<file path="src/rtl/core/bcg_pkg.sv">
`timescale 1ns / 1ps
// ----------------------------------------------------------------------------
// Button gesture classifier package
// Shared widths, gesture codes, register indexes and the state record.
// ----------------------------------------------------------------------------
package bcg_pkg;

    localparam int TICK_W      = 16;
    localparam int CLICK_W     = 8;
    localparam int GESTURE_W   = 2;
    localparam int CFG_INDEX_W = 8;
    localparam int CFG_DATA_W  = 16;
    localparam int TDATA_W     = 8;

    localparam logic [TICK_W-1:0] LONG_PRESS_RESET   = 16'd200;
    localparam logic [TICK_W-1:0] CLICK_WINDOW_RESET = 16'd100;

    localparam logic [TICK_W-1:0]  TICK_MAX  = {TICK_W{1'b1}};
    localparam logic [CLICK_W-1:0] CLICK_MAX = {CLICK_W{1'b1}};

    localparam logic [GESTURE_W-1:0] GESTURE_NONE   = 2'd0;
    localparam logic [GESTURE_W-1:0] GESTURE_SINGLE = 2'd1;
    localparam logic [GESTURE_W-1:0] GESTURE_MULTI  = 2'd2;
    localparam logic [GESTURE_W-1:0] GESTURE_LONG   = 2'd3;

    localparam logic [CFG_INDEX_W-1:0] REG_LONG_PRESS   = 8'd0;
    localparam logic [CFG_INDEX_W-1:0] REG_CLICK_WINDOW = 8'd1;

    typedef struct packed {
        logic               was_pressed;
        logic               long_fired;
        logic [TICK_W-1:0]  hold_ticks;
        logic [CLICK_W-1:0] click_total;
        logic [TICK_W-1:0]  window_ticks;
    } bcg_state_t;

endpackage

</file>
<file path="src/rtl/core/button_click_gesture_classifier.sv">
`timescale 1ns / 1ps
// ----------------------------------------------------------------------------
// Button click gesture classifier
// Turns a stream of button samples into single, multi and long-press events.
// ----------------------------------------------------------------------------
// Usage: each slave-side transaction carries one sample tick of the button
// level in s_tdata bit 0. For every tick exactly one master-side transaction
// follows, whose m_tdata holds the gesture code: none, single click, multi
// click or long press. The thresholds are written through the cfg channel
// (index 0: long-press ticks, index 1: click-window ticks); unknown indexes
// are ignored and cfg_ready is always high. Write them only while idle.
// The result of an accepted tick is written into the output register at the
// same edge that accepts it. Throughput is one tick per cycle, set by the
// single output register, which is refilled in the same cycle that its
// contents are taken. When the receiver stalls, the held result stays on
// m_tdata and s_tready drops until it is taken, so no result is lost.
// Reset clears the gesture state, empties the output register and restores
// the default thresholds of 200 and 100 ticks.
// ----------------------------------------------------------------------------
module button_click_gesture_classifier
    import bcg_pkg::*;
(
    input  logic                   clk,
    input  logic                   rst_n,
    input  logic                   s_tvalid,
    output logic                   s_tready,
    input  logic [TDATA_W-1:0]     s_tdata,    // [0] pressed, [7:1] zero
    output logic                   m_tvalid,
    input  logic                   m_tready,
    output logic [TDATA_W-1:0]     m_tdata,    // [1:0] gesture, [7:2] zero
    input  logic                   cfg_valid,
    output logic                   cfg_ready,
    input  logic [CFG_INDEX_W-1:0] cfg_index,
    input  logic [CFG_DATA_W-1:0]  cfg_data
);

    bcg_state_t             state_reg;
    bcg_state_t             state_next;
    logic [TICK_W-1:0]      long_press_reg;
    logic [TICK_W-1:0]      click_window_reg;
    logic                   m_tvalid_reg;
    logic [GESTURE_W-1:0]   gesture_reg;
    logic [GESTURE_W-1:0]   gesture_next;
    logic                   s_fire;

    // The output register can take a new result whenever it is empty or is
    // being emptied in this cycle.
    assign s_tready  = !m_tvalid_reg || m_tready;
    assign s_fire    = s_tvalid && s_tready;
    assign cfg_ready = 1'b1;
    assign m_tvalid  = m_tvalid_reg;
    assign m_tdata   = {{(TDATA_W-GESTURE_W){1'b0}}, gesture_reg};

    bcg_step u_step
    (
        .state              (state_reg),
        .pressed            (s_tdata[0]),
        .long_press_ticks   (long_press_reg),
        .click_window_ticks (click_window_reg),
        .state_next         (state_next),
        .gesture            (gesture_next)
    );

    always_ff @(posedge clk or negedge rst_n)
    begin
        if (!rst_n)
        begin
            long_press_reg   <= LONG_PRESS_RESET;
            click_window_reg <= CLICK_WINDOW_RESET;
        end
        else if (cfg_valid)
        begin
            unique case (cfg_index)
                REG_LONG_PRESS:   long_press_reg   <= cfg_data;
                REG_CLICK_WINDOW: click_window_reg <= cfg_data;
                default:          ;
            endcase
        end
    end

    // Gesture state advances only on an accepted tick.
    always_ff @(posedge clk or negedge rst_n)
    begin
        if (!rst_n)
        begin
            state_reg    <= '0;
            m_tvalid_reg <= 1'b0;
        end
        else
        begin
            if (s_fire)
            begin
                state_reg    <= state_next;
                m_tvalid_reg <= 1'b1;
            end
            else if (m_tready)
            begin
                m_tvalid_reg <= 1'b0;
            end
        end
    end

    always_ff @(posedge clk)
    begin
        if (s_fire)
        begin
            gesture_reg <= gesture_next;
        end
    end

    // A reported long press leaves no clicks pending until its release.
    a_long_no_clicks: assert property (@(posedge clk) disable iff (!rst_n)
        state_reg.long_fired |-> (state_reg.click_total == '0))
        else $error("clicks pending while a long press is held");

    // The window timer only runs while clicks are pending.
    a_window_idle: assert property (@(posedge clk) disable iff (!rst_n)
        (state_reg.click_total == '0) |-> (state_reg.window_ticks == '0))
        else $error("click window running with no clicks pending");

    // A long press can only be on record while the button is held.
    a_long_held: assert property (@(posedge clk) disable iff (!rst_n)
        state_reg.long_fired |-> state_reg.was_pressed)
        else $error("long press flag set with the button released");

    // A released tick clears the hold.
    a_release_clears: assert property (@(posedge clk) disable iff (!rst_n)
        (s_fire && !s_tdata[0]) |=> (!state_reg.was_pressed && state_reg.hold_ticks == '0))
        else $error("hold state not cleared on release");

endmodule

</file>
<file path="src/rtl/core/bcg_step.sv">
`timescale 1ns / 1ps
// ----------------------------------------------------------------------------
// Button gesture classifier step logic
// Works out the next gesture state and the gesture code for one tick.
// ----------------------------------------------------------------------------
module bcg_step
    import bcg_pkg::*;
(
    input  bcg_state_t               state,
    input  logic                     pressed,
    input  logic [TICK_W-1:0]        long_press_ticks,
    input  logic [TICK_W-1:0]        click_window_ticks,
    output bcg_state_t               state_next,
    output logic [GESTURE_W-1:0]     gesture
);

    logic [TICK_W-1:0]  hold_start;
    logic [TICK_W-1:0]  hold_inc;
    logic [CLICK_W-1:0] click_mid;
    logic [TICK_W-1:0]  window_mid;
    logic [TICK_W-1:0]  window_inc;
    logic               long_mid;
    logic               fire;

    always_comb
    begin
        hold_start = (pressed && !state.was_pressed) ? '0 : state.hold_ticks;
        hold_inc   = (hold_start == TICK_MAX) ? hold_start : hold_start + 1'b1;
        fire       = pressed && (hold_inc >= long_press_ticks) && !state.long_fired;

        gesture    = GESTURE_NONE;
        long_mid   = state.long_fired;
        click_mid  = state.click_total;
        window_mid = state.window_ticks;

        state_next.was_pressed = pressed;
        state_next.hold_ticks  = pressed ? hold_inc : '0;

        if (pressed)
        begin
            if (fire)
            begin
                gesture    = GESTURE_LONG;
                long_mid   = 1'b1;
                click_mid  = '0;
                window_mid = '0;
            end
        end
        else if (state.was_pressed)
        begin
            // A release after a long press wipes the gesture; otherwise it is a click.
            if (!state.long_fired)
            begin
                if (state.click_total != CLICK_MAX)
                begin
                    click_mid = state.click_total + 1'b1;
                end
                window_mid = '0;
            end
            else
            begin
                long_mid   = 1'b0;
                click_mid  = '0;
                window_mid = '0;
            end
        end

        window_inc = (window_mid == TICK_MAX) ? window_mid : window_mid + 1'b1;

        state_next.long_fired   = long_mid;
        state_next.click_total  = click_mid;
        state_next.window_ticks = window_mid;

        if (click_mid != '0)
        begin
            if (window_inc >= click_window_ticks)
            begin
                gesture = (click_mid == CLICK_W'(1)) ? GESTURE_SINGLE : GESTURE_MULTI;
                state_next.click_total  = '0;
                state_next.window_ticks = '0;
            end
            else
            begin
                state_next.window_ticks = window_inc;
            end
        end
    end

endmodule
</file>
<file path="config.mk">
export PLATFORM = sky130hd
export DESIGN_NAME = button_click_gesture_classifier
export DESIGN_NICKNAME = d
export VERILOG_FILES = /design/src/rtl/core/bcg_pkg.sv /design/src/rtl/core/button_click_gesture_classifier.sv /design/src/rtl/core/bcg_step.sv
export SDC_FILE = /design/constraint.sdc
export NUM_CORES = 1
export LEC_CHECK = 0
export BUFFER_PORTS_ARGS = -buffer_cell sky130_fd_sc_hd__clkbuf_2
export CAP_MARGIN = 5
export CORE_ASPECT_RATIO = 0.8
export CORE_UTILIZATION = 50
export DETAILED_ROUTE_END_ITERATION = 6
export GPL_ROUTABILITY_DRIVEN = 0
export PLACE_DENSITY = 0.69
export RECOVER_POWER = 100
export SLEW_MARGIN = 15
export SYNTH_ARGS = -nofsm -noshare
export SYNTH_HDL_FRONTEND = slang
export SYNTH_SLANG_ARGS = --single-unit
</file>
<file path="constraint.sdc">
create_clock -name clk -period 21 [get_ports clk]
set_input_delay 4.2 -clock clk [delete_from_list [all_inputs] [get_ports clk]]
set_output_delay 4.2 -clock clk [all_outputs]
set_load 0.05 [all_outputs]
</file>
* After elaboration in Yosys (flattened, before gate mapping)
Cells that the tools add are included.
** Word-level totals
- Register bits :: 77
- Bits in latches :: 0
- Memory bits (writable) :: 0
- ROM bits :: 0
- Output and inout port bits :: 11
- Memories kept :: 0
** Cells by class
- Add/subtract/negate cells :: 3
- $mul :: 0
- Divide/modulo/power cells :: 0
- Magnitude comparators :: 2
- Eq/ne operators :: 6
- Shift-type cells :: 0
- Muxes and demuxes :: 25
- Bitwise gates (word level) :: 0
- Reduce and logical (&&, ||, !) cells :: 15
** Operator list (count)
- two-way mux 16 bit :: 8
- two-way mux 8 bit :: 6
- adder 16 x 1 -> 16 bit (second input constant) :: 2
- == test 16 bit (second input constant) :: 2
- greater-or-equal comparator 16 bit :: 2
- two-way mux 24 bit :: 1
- == test 8 x 1 -> 1 bit (second input constant) :: 2
- two-way mux 2 bit :: 5
- adder 8 x 1 -> 8 bit (second input constant) :: 1
- logical NOT 8 bit :: 1
- != test 8 bit (second input constant) :: 1
- nonzero test 8 bit :: 1
- two-way mux 1 bit :: 5
- logical AND 1 bit :: 4
- AND reduction 2 bit :: 2
- nonzero test 2 bit :: 2
- logical NOT 1 bit :: 3
- AND reduction 3 bit :: 1
- != test 2 x 1 -> 1 bit (second input constant) :: 1
- logical OR 1 bit :: 1

* Depth between registers and ports, before layout
Gate-level depths: netlist (run 1).
- Depth in word-level cells :: 15
- Mapped depth :: 36
- Mapped depth without buffers :: 30

* Cells and area by module
A second synthesis (run 1) with hierarchy kept.
** Unflattened totals
- Cells, all modules :: 602
- Area total of the unflattened synthesis :: 5748.0 um^2
** Modules (own cells, without submodules)
- button_click_gesture_classifier :: instances 1, cells each 176, area an instance 2990.4 um^2, sequential area each 1944.4 um^2
- bcg_step :: instances 1, cells each 426, area an instance 2757.6 um^2, sequential area each 0.0 um^2

* Worst setup path before layout (run 1)
OpenSTA, ideal clock, no wires.
- Path type :: input port to flip-flop
- Start point :: in s_tdata[0]
- End point :: reg state_reg[9] in the netlist's numbering
- Setup time :: 0.070 ns
- Arrival :: 10.997 ns
- Data required time :: 20.930 ns
- Slack :: 9.933 ns
- Cell stages on the path :: 32
- Path buffers :: 3
- Cells stage by stage :: buf_4 > nand2b_1 > clkbuf_1 > and2_1 > ha_1 > or4b_4 > o31ai_4 > nor3_1 > nand3_1 > xor2_1 > nor2_1 > ha_1 > nand4_1 > nor3_1 > nand3b_1 > a31oi_4 > a21o_1 > clkbuf_1 > nor2_1 > ha_1 > a31oi_1 > and4_1 > xnor2_1 > nor2_1 > ha_1 > a21o_1 > a21oi_1 > o211ai_1 > a41oi_4 > o311ai_2 > or4_1 > nand3_1
** Between the ends
- Cells in the longest elaborated chain, start to end :: 14
** RTL lines
- start: declaration :: line button_click_gesture_classifier.sv:27 : input logic [TDATA_W-1:0] s_tdata,
- logical AND 1 bit :: line bcg_step.sv:27 : hold_start = (pressed && !state.was_pressed) ? '0 : state.hold_ticks;
- two-way mux 16 bit :: line bcg_step.sv:27
- adder 16 x 1 -> 16 bit / == test 16 bit (equally long branches) :: line bcg_step.sv:28 : hold_inc = (hold_start == TICK_MAX) ? hold_start : hold_start + 1'b1;
- two-way mux 16 bit :: line bcg_step.sv:28
- greater-or-equal comparator 16 bit :: line bcg_step.sv:29 : fire = pressed && (hold_inc >= long_press_ticks) && !state.long_fired;
- logical AND 1 bit (2 in series) :: line bcg_step.sv:29
- two-way mux 16 bit :: line bcg_step.sv:41 : if (fire)
- two-way mux 16 bit :: line bcg_step.sv:39 : if (pressed)
- adder 16 x 1 -> 16 bit / == test 16 bit (equally long branches) :: line bcg_step.sv:68 : window_inc = (window_mid == TICK_MAX) ? window_mid : window_mid + 1'b1;
- two-way mux 16 bit :: line bcg_step.sv:68
- greater-or-equal comparator 16 bit :: line bcg_step.sv:76 : if (window_inc >= click_window_ticks)
- two-way mux 16 bit :: line bcg_step.sv:76
- two-way mux 24 bit (*) :: line bcg_step.sv:74 : if (click_mid != '0)
- end signal: assignment :: line button_click_gesture_classifier.sv:93 : state_reg <= state_next;
- end: declaration :: line button_click_gesture_classifier.sv:37 : bcg_state_t state_reg;
Mark *: on every way between the ends. The rest lies on a longest branch, timed or not.
A chain may end at the register's enable or synchronous reset.

* Worst setup path in the final report (run 1)
- Start point :: in s_tdata[0]
- End point :: reg state_reg[6] in the netlist's numbering
Same word-level chain as after synthesis.

==> results.md, run 1 <==
* DIE HEIGHT at ~94 um
* Combinational Power Share at 21.1%
* Synth cell types at 77
* FF-to-FF path depth at 29
* Sw power at 0.000132 W
* Full die area at 11000 sq um
* Worst EP arrival at approximately 14000 ps
* CTS sink count at 77
* Seq pwr share at 42.0%
* YS warnings at 0
* Sequential fraction of the synthesis area at 36.7%
* Largest net degree at the start of global routing at 76
* Worst hold-check path type: reg -> reg
* Leak pwr at 2.57 nW
* Routed Antenna Nets at 0
* R2R setup slack at 10470 ps
* Fraction of layout cells with a size suffix above 1 at approximately 14%
* CP endpoint: state_reg[6]
* NumNets Final at 661
* TritonCTS clock tree: done
* Sw Share at 32.9%
* Detailed-route wire length at 12300 um
* Clk_lat worst skew at 350 ps
* Clock Skew at 9.07 ps
* Worst vdd ir at between 0.00004 and 0.00005 V
* Origin of the worst min-delay path: click_window_reg[8]
* CTS Hold Bufs at 0
* N_diodes at 0
* Critical path's largest stage delay at 880 ps
* RSZ-0062 raised after global routing: no
* CP max FO at 25
* Area of placed instances at 5470 sq um
* Post-CTS Setup Inserts at 0
* Iteration-0 DRC Markers at 366
* Setup TNS at 0 ps
* CTS buffer count at 9
* Worst Tran Pin Value at 4090 ps
* DIE WIDTH at 117 um
* Async set-or-reset flop fraction in the synthesized netlist at 97.4%
* DP Wirelength at 8790 um
* Max Fclk at 70.7 MHz
* Cell Pwr Density at 70.7 nW/um^2
* WP data required at approximately 21000 ps
* TritonRoute pass-1 iters at 7
* Crit path from: s_tdata[0]
* Avg Inst Size Synth at 9.31 sq um
* Worst slack, placed at slightly above 8000 ps
* Startpoint Class: input pin
* Area delta synth->final at 6.65%
* Initial Util at a little over 50%
* Synth Flop Type: dfrtp_1
* Mapped cell area at ~5300 sq um
* Largest register FFs at 42
* Reg area at 1940 sq um
* Slowest library cell on the worst path: nor2_1
* Total grt overflow at 0
* Routed vias at 4309
* Hold WS at 513 ps
* Initial antenna violation count at 0
* Reg2reg start: state_reg[41]
* Clock slew at reported path FFs at 60 ps
* Final setup viols at 0
* Fin. Hold Viols at 0
* Final worst slack at 6850 ps
* FF-to-FF End: state_reg[6]
* Layout fillers at 910
* Status: finished with violations
* Worst setup path category: in -> reg
* Vias in the first global route at between 4000 and 5000
* Port bufs at 33
* Finished layout cell area at 5660 sq um
* Max-slew violations at 84
* Failing checks: max-capacitance violations, max-slew violations
* Final cycle utilization of the critical path at 67.4%
* WL/cell at around 17 um
* All-Layer GR Usage at 24.7%
* Post-layout min period at 14150 ps
* Slew HR at -172%
* Area of the multi-input gates at around 3000 sq um
* Num ports at 48
* Total of max-cap violations at 2
* First-pass GRT wire length at 20800 um
* Post-synth EDFFs at 2
* Row count at 33
* Clk pwr share at 36.8%
* Synth Register Bits at 77
* CP endpoint kind: flip-flop
* Root Buffer: clkbuf_16
* Post_cts resized at 0
* Routed vias/inst at 5.87
* Int Pwr at 0.000268 W
* Residual DRC count at 0
* Clock H-tree levels at 3
* Clock Tree Buf Depth at 2
* Cell mode on critical path: ha_1
* Synth Instances at 570
* Area of the core at 10300 sq um
[power groups by stage]
stage                     Clock, W  Sequential [W]  Combinational (W)
after global routing      0.000157        0.000169          0.0000941
final                     0.000147        0.000168          0.0000846
after CTS                 0.000150        0.000168          0.0000929
after global placement           0        0.000170          0.0000895
after floorplan                  0        0.000168          0.0000721
after detailed placement         0        0.000170          0.0000923
[synthesized netlist by cell type, types with 8 or more instances]
library cell / instances / share of area [%]
dfrtp_1: 69 / 33
nand2_1: 67 / 4.7
o21ai_0: 48 / 4.5
inv_1: 36 / 2.5
ha_1: 35 / 8.3
nor2_1: 28 / 2.0
a21oi_1: 24 / 2.3
a22o_1: 24 / 4.0
mux2_2: 20 / 4.2
nand3_1: 18 / 1.7
xor2_1: 14 / 2.3
nand4_1: 13 / 1.5
clkbuf_1: 12 / 0.85
buf_4: 10 / 1.4
nor3_1: 10 / 0.94
nand2b_1: 9 / 1.1
a21o_1: 8 / 1.1
and2_1: 8 / 0.94
and3_1: 8 / 0.94
xnor2_1: 8 / 1.3
[critical path: cells and delay by family]
kind,cells,cell delay [ps]
compound gates,10,4210
simple gates,13,4030
fa+ha+maj,4,1090
buf+inv,1,440
xor+xnor,2,400
[final cells by class]
type / count / share of cell area (%)
Multi-Input combinational cell: 431 / 52.4
Sequential cell: 77 / 34.4
Clock buffer: 10 / 4.05
Tap cell: 140 / 3.10
Timing Repair Buffer: 34 / 2.85
Inverter: 36 / 2.39
Clock inverter: 6 / 0.840
[worst min path at each step]
stage                                      end  slack, ps  depth (start not counted)
after floorplan                  state_reg[39]        460                          1
after global placement    click_window_reg[14]        490                          1
after detailed placement         state_reg[39]        500                          1
after CTS                        state_reg[39]        510                          1
after global routing             state_reg[11]        540                          1
final                      click_window_reg[8]        510                          1
[cell usage in the layout, fill, tap and decap left out, drive strengths merged, types with 10 or more instances in the layout]
cell	instances
inv	38
o21ai	49
a22o	24
clkbuf	44
mux2	20
xor2	14
dfrtp	69
nand2	68
ha	35
nand3	18
nor2	30
nor3	10
nand4	14
a21oi	24
[metrics by stage]
stage | util, % | total power, W | instances
after detailed placement | 53.2 | 0.000263 | 718
final | 55.0 | 0.000400 | 734
after floorplan | - | 0.000240 | 575
after global routing | 55.0 | 0.000421 | 734
after global placement | 53.2 | 0.000260 | 718
after CTS | 55.9 | 0.000411 | 734
[cells by family after synthesis]
| group | synth area share, % |
|---|---|
| AOI/OAI and AO/OA | 22.4 |
| adders and majority gates | 8.25 |
| buffers and inverters | 6.34 |
| DFF | 36.7 |
| muxes | 4.25 |
| and+or+nand+nor | 18.3 |
| xor gates and xnor gates | 3.63 |
| other | 0.142 |
[per-layer routing]
metal	global-route usage (%)	part of all wire, %	up-vias
met5	0	0	-
met4	5.91	0.86	0
met3	4.77	3.8	9
met2	37.1	45	91
met1	36.1	50	2114
li1	-	-	2095
(Power assumes the default switching activity.)
==> run 2, diff against run 1 <==
==> constraint.sdc (replaced) <==
create_clock -name clk -period 14.7 [get_ports clk]
set_input_delay 2.94 -clock clk [delete_from_list [all_inputs] [get_ports clk]]
set_output_delay 2.94 -clock clk [all_outputs]
set_load 0.05 [all_outputs]
==> run 2 against run 1 <==
The run still ends with max-capacitance violations, max-slew violations left. Non-clock buffer count unchanged. Global-route usage grew 0.24 points. Count of clock-buffer cells in the layout down 1. Critical path type unchanged. Sequential cell count did not move. Total power grew 48%. Wire length increased by 0.86%. Clock skew up 1.8 ps. Highest routed layer unchanged.
==> results.md, run 2 (synthesized netlist as in run 1, its figures left out) <==
* Sw Share at 34.1% (+1.2 points)
* Failing checks: max-capacitance violations, max-slew violations
* Routed vias/inst at 5.86 (-0.26%)
* Max-slew violations at 76 (-9.5%)
* CP endpoint kind: flip-flop
* CP max FO at 25 (unchanged)
* Seq pwr share at 40.7% (-1.3 points)
* Clock slew at reported path FFs at 70 ps (about the same)
* Post-layout min period at 12290 ps
* Reg area at 1940 sq um (unchanged)
* CTS Hold Bufs at 0 (unchanged)
* Port bufs at 33 (unchanged)
* Commonest non-fill, non-tap cell in the layout: dfrtp_1
* DIE HEIGHT at 94.1 um (unchanged)
* Slowest library cell on the worst path: o31ai_1
* Total grt overflow at 0 (unchanged)
* RSZ-0062 raised after global routing: no
* Total of max-cap violations at 1 (-1)
* DIE WIDTH at 117 um (unchanged)
* Cell mode on critical path: ha_1
* WP data required at 14980 ps (-6290 ps)
* Layout fillers at 936 (+2.9%)
* Post-CTS Setup Inserts at 0 (unchanged)
* Clk pwr share at 37.8% (+1.0 points)
* Worst EP arrival at 12570 ps (-1850 ps)
* Critical path's largest stage delay at 790 ps (-90 ps)
* Most frequent cells in the layout: dfrtp_1, nand2_1, o21ai_0
* Status: finished with violations
* Clock H-tree levels at 3 (unchanged)
* Detailed-route wire length at 12400 um (+0.86%)
* Total Power at 0.000590 W (+48%)
* Routed vias at 4298 (-0.26%)
* Worst hold-check path type: reg -> reg
* Area delta synth->final at 7.29%
* Num ports at 48 (unchanged)
* Startpoint Class: input pin
* Sw power at 0.000201 W (+53%)
* Initial antenna violation count at 0 (unchanged)
* Largest register FFs at 42 (unchanged)
* Int Pwr at 0.000389 W (+45%)
* TritonCTS clock tree: done
* Combinational Power Share at 21.6% (+0.5 points)
* TritonRoute pass-1 iters at 4 (-3)
* Iteration-0 DRC Markers at 247 (-33%)
* CTS buffer count at 9 (unchanged)
* Initial Util at 51.6% (unchanged)
* Worst setup path category: in -> reg
* WL/cell at 16.9 um (+0.86%)
* Min-Delay Path Depth at 1 (unchanged)
* Residual DRC count at 0 (unchanged)
* Slew HR at -176% (-3.7 points)
* Clock Skew at 10.8 ps (+1.78 ps)
* Leak pwr at 2.58 nW (+0.54%)
* Root Buffer: clkbuf_16
* Largest net degree at the start of global routing at 76 (unchanged)
* CTS sink count at 77 (unchanged)
* Final cycle utilization of the critical path at a little over four fifths
* Clk_lat worst skew at 360 ps (about the same)
* Fin. Hold Viols at 0 (unchanged)
* Max Fclk at approximately 81 MHz
* Area of the core at 10300 sq um (unchanged)
* Final setup viols at 0 (unchanged)
* Clock Tree Buf Depth at 2 (unchanged)
* Fraction of layout cells with a size suffix above 1 at 14.1% (+0.51 points)
* Vias in the first global route at 4137 (-0.024%)
* FF-to-FF path depth at 29 (unchanged)
* Cell Pwr Density at 104 nW/um^2 (+47%)
* Worst Tran Pin Value at 4140 ps (+56.1 ps)
* DP Wirelength at 8690 um (-1.1%)
* Worst vdd ir at 0.0000621 V (+37%)
* Area of the multi-input gates at 2990 sq um (+0.76%)
* Post_cts resized at 0 (unchanged)
* All-Layer GR Usage at 24.9% (+0.24 points)
* Routed Antenna Nets at 0 (unchanged)
* Full die area at 11000 sq um (unchanged)
* NumNets Final at 661 (unchanged)
* Setup TNS at 0 ps (unchanged)
* N_diodes at 0 (unchanged)
* Row count at 33 (unchanged)
* First-pass GRT wire length at 20700 um (-0.56%)
==> run 2: power by group through the flow <==
stage | Clock [W] | Sequential (W) | Combinational [W]
floorplan | 0 | 0.000240 | 0.000103
global placement | 0 | 0.000243 | 0.000128
detailed placement | 0 | 0.000243 | 0.000131
CTS | 0.000225 | 0.000240 | 0.000133
global route | 0.000235 | 0.000242 | 0.000142
finish | 0.000223 | 0.000240 | 0.000127
==> run 2: final timing paths <==
check,startpoint,end,slack (ps)
setup reg to reg,state_reg[41],state_reg[6],4800
min in group asynchronous,rst_n,long_press_reg[8],4050
setup / recovery,s_tdata[0],state_reg[6],2410
hold reg to reg,click_window_reg[11],click_window_reg[11],510
hold / removal,click_window_reg[11],click_window_reg[11],510
max in group asynchronous,rst_n,state_reg[23],8350
==> run 2: routing by layer <==
layer	GRT usage [%]	routed length [um]
met1	35.5	6150
met2	38.0	5670
met3	6.32	475
met4	4.75	96
met5	0	0
==> run 2: area by class of cell <==
| class | instances | area share (%) |
|---|---|---|
| well taps | 140 | 3.08 |
| flip-flops and latches | 77 | 34.2 |
| clock inverters | 7 | 1.10 |
| inverters | 36 | 2.37 |
| clock buffers | 9 | 3.96 |
| multi-input cells | 431 | 52.5 |
| repair buffers | 34 | 2.84 |
==> run 2: stage by stage <==
step | worst slack (ps) | area, sq um | instances | util, % | hold slack (ps)
finish | 2410 | 5690 | 734 | 55.4 | 506
global route | 1580 | 5690 | 734 | 55.4 | 533
CTS | 3550 | 5760 | 734 | 56.0 | 509
detailed placement | 3250 | 5470 | 718 | 53.2 | 495
global placement | 3420 | 5470 | 718 | 53.2 | 491
floorplan | 4890 | 5320 | 575 | - | 461
==> run 2: worst max-delay path: cells and delay by family <==
family | cells | cell delay (ps)
AOI/OAI and AO/OA | 10 | 3930
and+or+nand+nor | 13 | 3720
adders and majority gates | 4 | 1110
buffers and inverters | 1 | 440
xor gates and xnor gates | 2 | 390
==> run 3, diff against run 2 <==
==> constraint.sdc (replaced) <==
create_clock -name clk -period 11.43 [get_ports clk]
set_input_delay 2.286 -clock clk [delete_from_list [all_inputs] [get_ports clk]]
set_output_delay 2.286 -clock clk [all_outputs]
set_load 0.05 [all_outputs]
==> run 3 against run 2 <==
The run still ends with max-capacitance violations, max-slew violations left. Hold slack worse by 2.1 ps. Final cell count is 0.14% higher. Critical path depth stayed put. Sequential share of layout area is 0.22 points lower. Sequential power is 29% higher. Wire length is 1.2% lower. Count of clock-buffer cells in the layout stayed put. Global-route usage is 0.19 points lower. Total power is 28% higher. Setup slack worse by 1200 ps. First-iteration DRC count is 34% higher.
==> results.md, run 3 (synthesized netlist as in run 1, its figures left out) <==
* Reg2reg start: state_reg[41]
* Commonest non-fill, non-tap cell in the layout: dfrtp_1
* WL/cell at 16.7 um (-1.3%)
* Sw Share at 33.8% (-0.38 points)
* Worst EP arrival at 10530 ps (-2040 ps)
* Final worst slack at 1170 ps (-1240 ps)
* CTS sink count at 77 (unchanged)
* Area of the core at 10300 sq um (unchanged)
* Slowest library cell on the worst path: or4b_1
* DIE WIDTH at 117 um (unchanged)
* Routed vias/inst at 5.96 (+1.8%)
* Setup TNS at 0 ps (unchanged)
* Slew HR at -171% (+4.7 points)
* Crit path from: s_tdata[0]
* Cell mode on critical path: ha_1
* Residual DRC count at 0 (unchanged)
* Area of placed instances at 5480 sq um (+0.14%)
* Worst vdd ir at 0.0000660 V (+6.3%)
* Seq pwr share at 40.9% (+0.2 points)
* Area delta synth->final at 7.97%
* Fraction of layout cells with a size suffix above 1 at 14.6% (+0.48 points)
* All-Layer GR Usage at 24.7% (-0.19 points)
* Worst slack, placed at 1050 ps (-2190 ps)
* Startpoint Class: input pin
* Finished layout cell area at 5730 sq um (+0.64%)
* Critical path's largest stage delay at 590 ps (-200 ps)
* Max-slew violations at 76 (unchanged)
* Cells after DPL at 719 (+0.14%)
* TritonRoute pass-1 iters at 5 (+1)
* Row count at 33 (unchanged)
* Post-Layout Cell Count at 735 (+0.14%)
* Max Fclk at just under 100 MHz
* Initial antenna violation count at 0 (unchanged)
* Post_cts resized at 0 (unchanged)
* Post-CTS Setup Inserts at 0 (unchanged)
* Final setup viols at 0 (unchanged)
* CTS Hold Bufs at 0 (unchanged)
* Clk pwr share at 37.6% (-0.2 points)
* Combinational Power Share at 21.5% (about the same)
* Vias in the first global route at 4208 (+1.7%)
* CP endpoint kind: flip-flop
* Clock H-tree levels at 3 (unchanged)
* Most frequent cells in the layout: dfrtp_1, nand2_1, o21ai_0
* Leak pwr at 2.59 nW (+0.34%)
* RSZ-0062 raised after global routing: no
* Sw power at 0.000255 W (+27%)
* N_diodes at 0 (unchanged)
* First-pass GRT wire length at 20800 um (+0.50%)
* Final cycle utilization of the critical path at ~90%
* WP data required at 11710 ps (-3270 ps)
* Cell Pwr Density at 132 nW/um^2 (+27%)
* Failing checks: max-capacitance violations, max-slew violations
* Detailed-route wire length at 12300 um (-1.2%)
* Worst hold-check path type: reg -> reg
* Clk_lat worst skew at 340 ps (-20 ps)
* CTS buffer count at 9 (unchanged)
* Clock slew at reported path FFs at 70 ps (about the same)
* DP Wirelength at 8750 um (+0.69%)
* TritonCTS clock tree: done
* Full die area at 11000 sq um (unchanged)
* Post-layout min period at a little over 10000 ps
* Routed vias at 4380 (+1.9%)
* Port bufs at 33 (unchanged)
* Int Pwr at 0.000500 W (+29%)
* Num ports at 48 (unchanged)
* Fin. Hold Viols at 0 (unchanged)
* Layout fillers at 915 (-2.2%)
* Worst Tran Pin Value at 4070 ps (-70.5 ps)
* Largest register FFs at 42 (unchanged)
* Root Buffer: clkbuf_16
* Clock Tree Buf Depth at 2 (unchanged)
* Initial Util at 51.6% (unchanged)
* Iteration-0 DRC Markers at 332 (+34%)
* CP max FO at 16 (-36%)
* Worst setup path category: in -> reg
* Status: finished with violations
* Total grt overflow at 0 (unchanged)
* Total of max-cap violations at 1 (unchanged)
* DIE HEIGHT at 94.1 um (unchanged)
* Clock Skew at 10.2 ps (-0.632 ps)
* Routed Antenna Nets at 0 (unchanged)
* Largest net degree at the start of global routing at 76 (unchanged)
* Origin of the worst min-delay path: state_reg[39]
* NumNets Final at 662 (+0.15%)
run 3: changes by cell type in the layout (fill, tap and decap cells not counted), sizes merged:
cell / before / now
buf: 0 / 1
run 3: power groups by stage:
stage | clock network (W) | logic (W) | registers [W]
finish | 0.000284 | 0.000163 | 0.000309
global route | 0.000300 | 0.000182 | 0.000311
CTS | 0.000289 | 0.000170 | 0.000308
detailed placement | 0 | 0.000168 | 0.000313
global placement | 0 | 0.000165 | 0.000313
floorplan | 0 | 0.000132 | 0.000308
run 3: final timing paths:
check,endpoint,slack [ps],depth (start not counted)
hold reg to reg,state_reg[39],500,1
min in group asynchronous,long_press_reg[12],3360,1
setup reg to reg,state_reg[5],2330,29
hold / removal,state_reg[39],500,1
setup / recovery,state_reg[5],1170,30
max in group asynchronous,state_reg[23],5770,1
run 3: final cells by class:
class                   count  area [sq um]  area share [%]
multi-input cells         431          3020            52.7
flip-flops and latches     77          1940            33.9
clock buffers               9           225            3.93
well taps                 140           175            3.06
repair buffers             35           169            2.95
inverters                  36           135            2.36
clock inverters             7          62.6            1.09
run 3: per-stage QoR:
step	power (W)	hold WS [ps]	utilization (%)
floorplan	0.000441	461	-
global placement	0.000477	490	53.3
detailed placement	0.000482	487	53.3
CTS	0.000767	496	56.1
global route	0.000793	534	55.7
finish	0.000755	504	55.7
run 3: worst max-delay path, delay by kind of cell:
kind / cells / cell delay [ps]
and+or+nand+nor: 13 / 3310
xor gates and xnor gates: 2 / 410
buffers and inverters: 1 / 90
adders and majority gates: 4 / 1150
AOI/OAI and AO/OA: 10 / 3270
run 3: metal layers:
metal  share of wire [%]  track usage [%]  up-vias
met4                 1.3             6.12        0
met5                   0                0        -
met1                  48             33.9     2160
li1                    -                -     2103
met3                 5.2             5.68       17
met2                  46             39.1      100
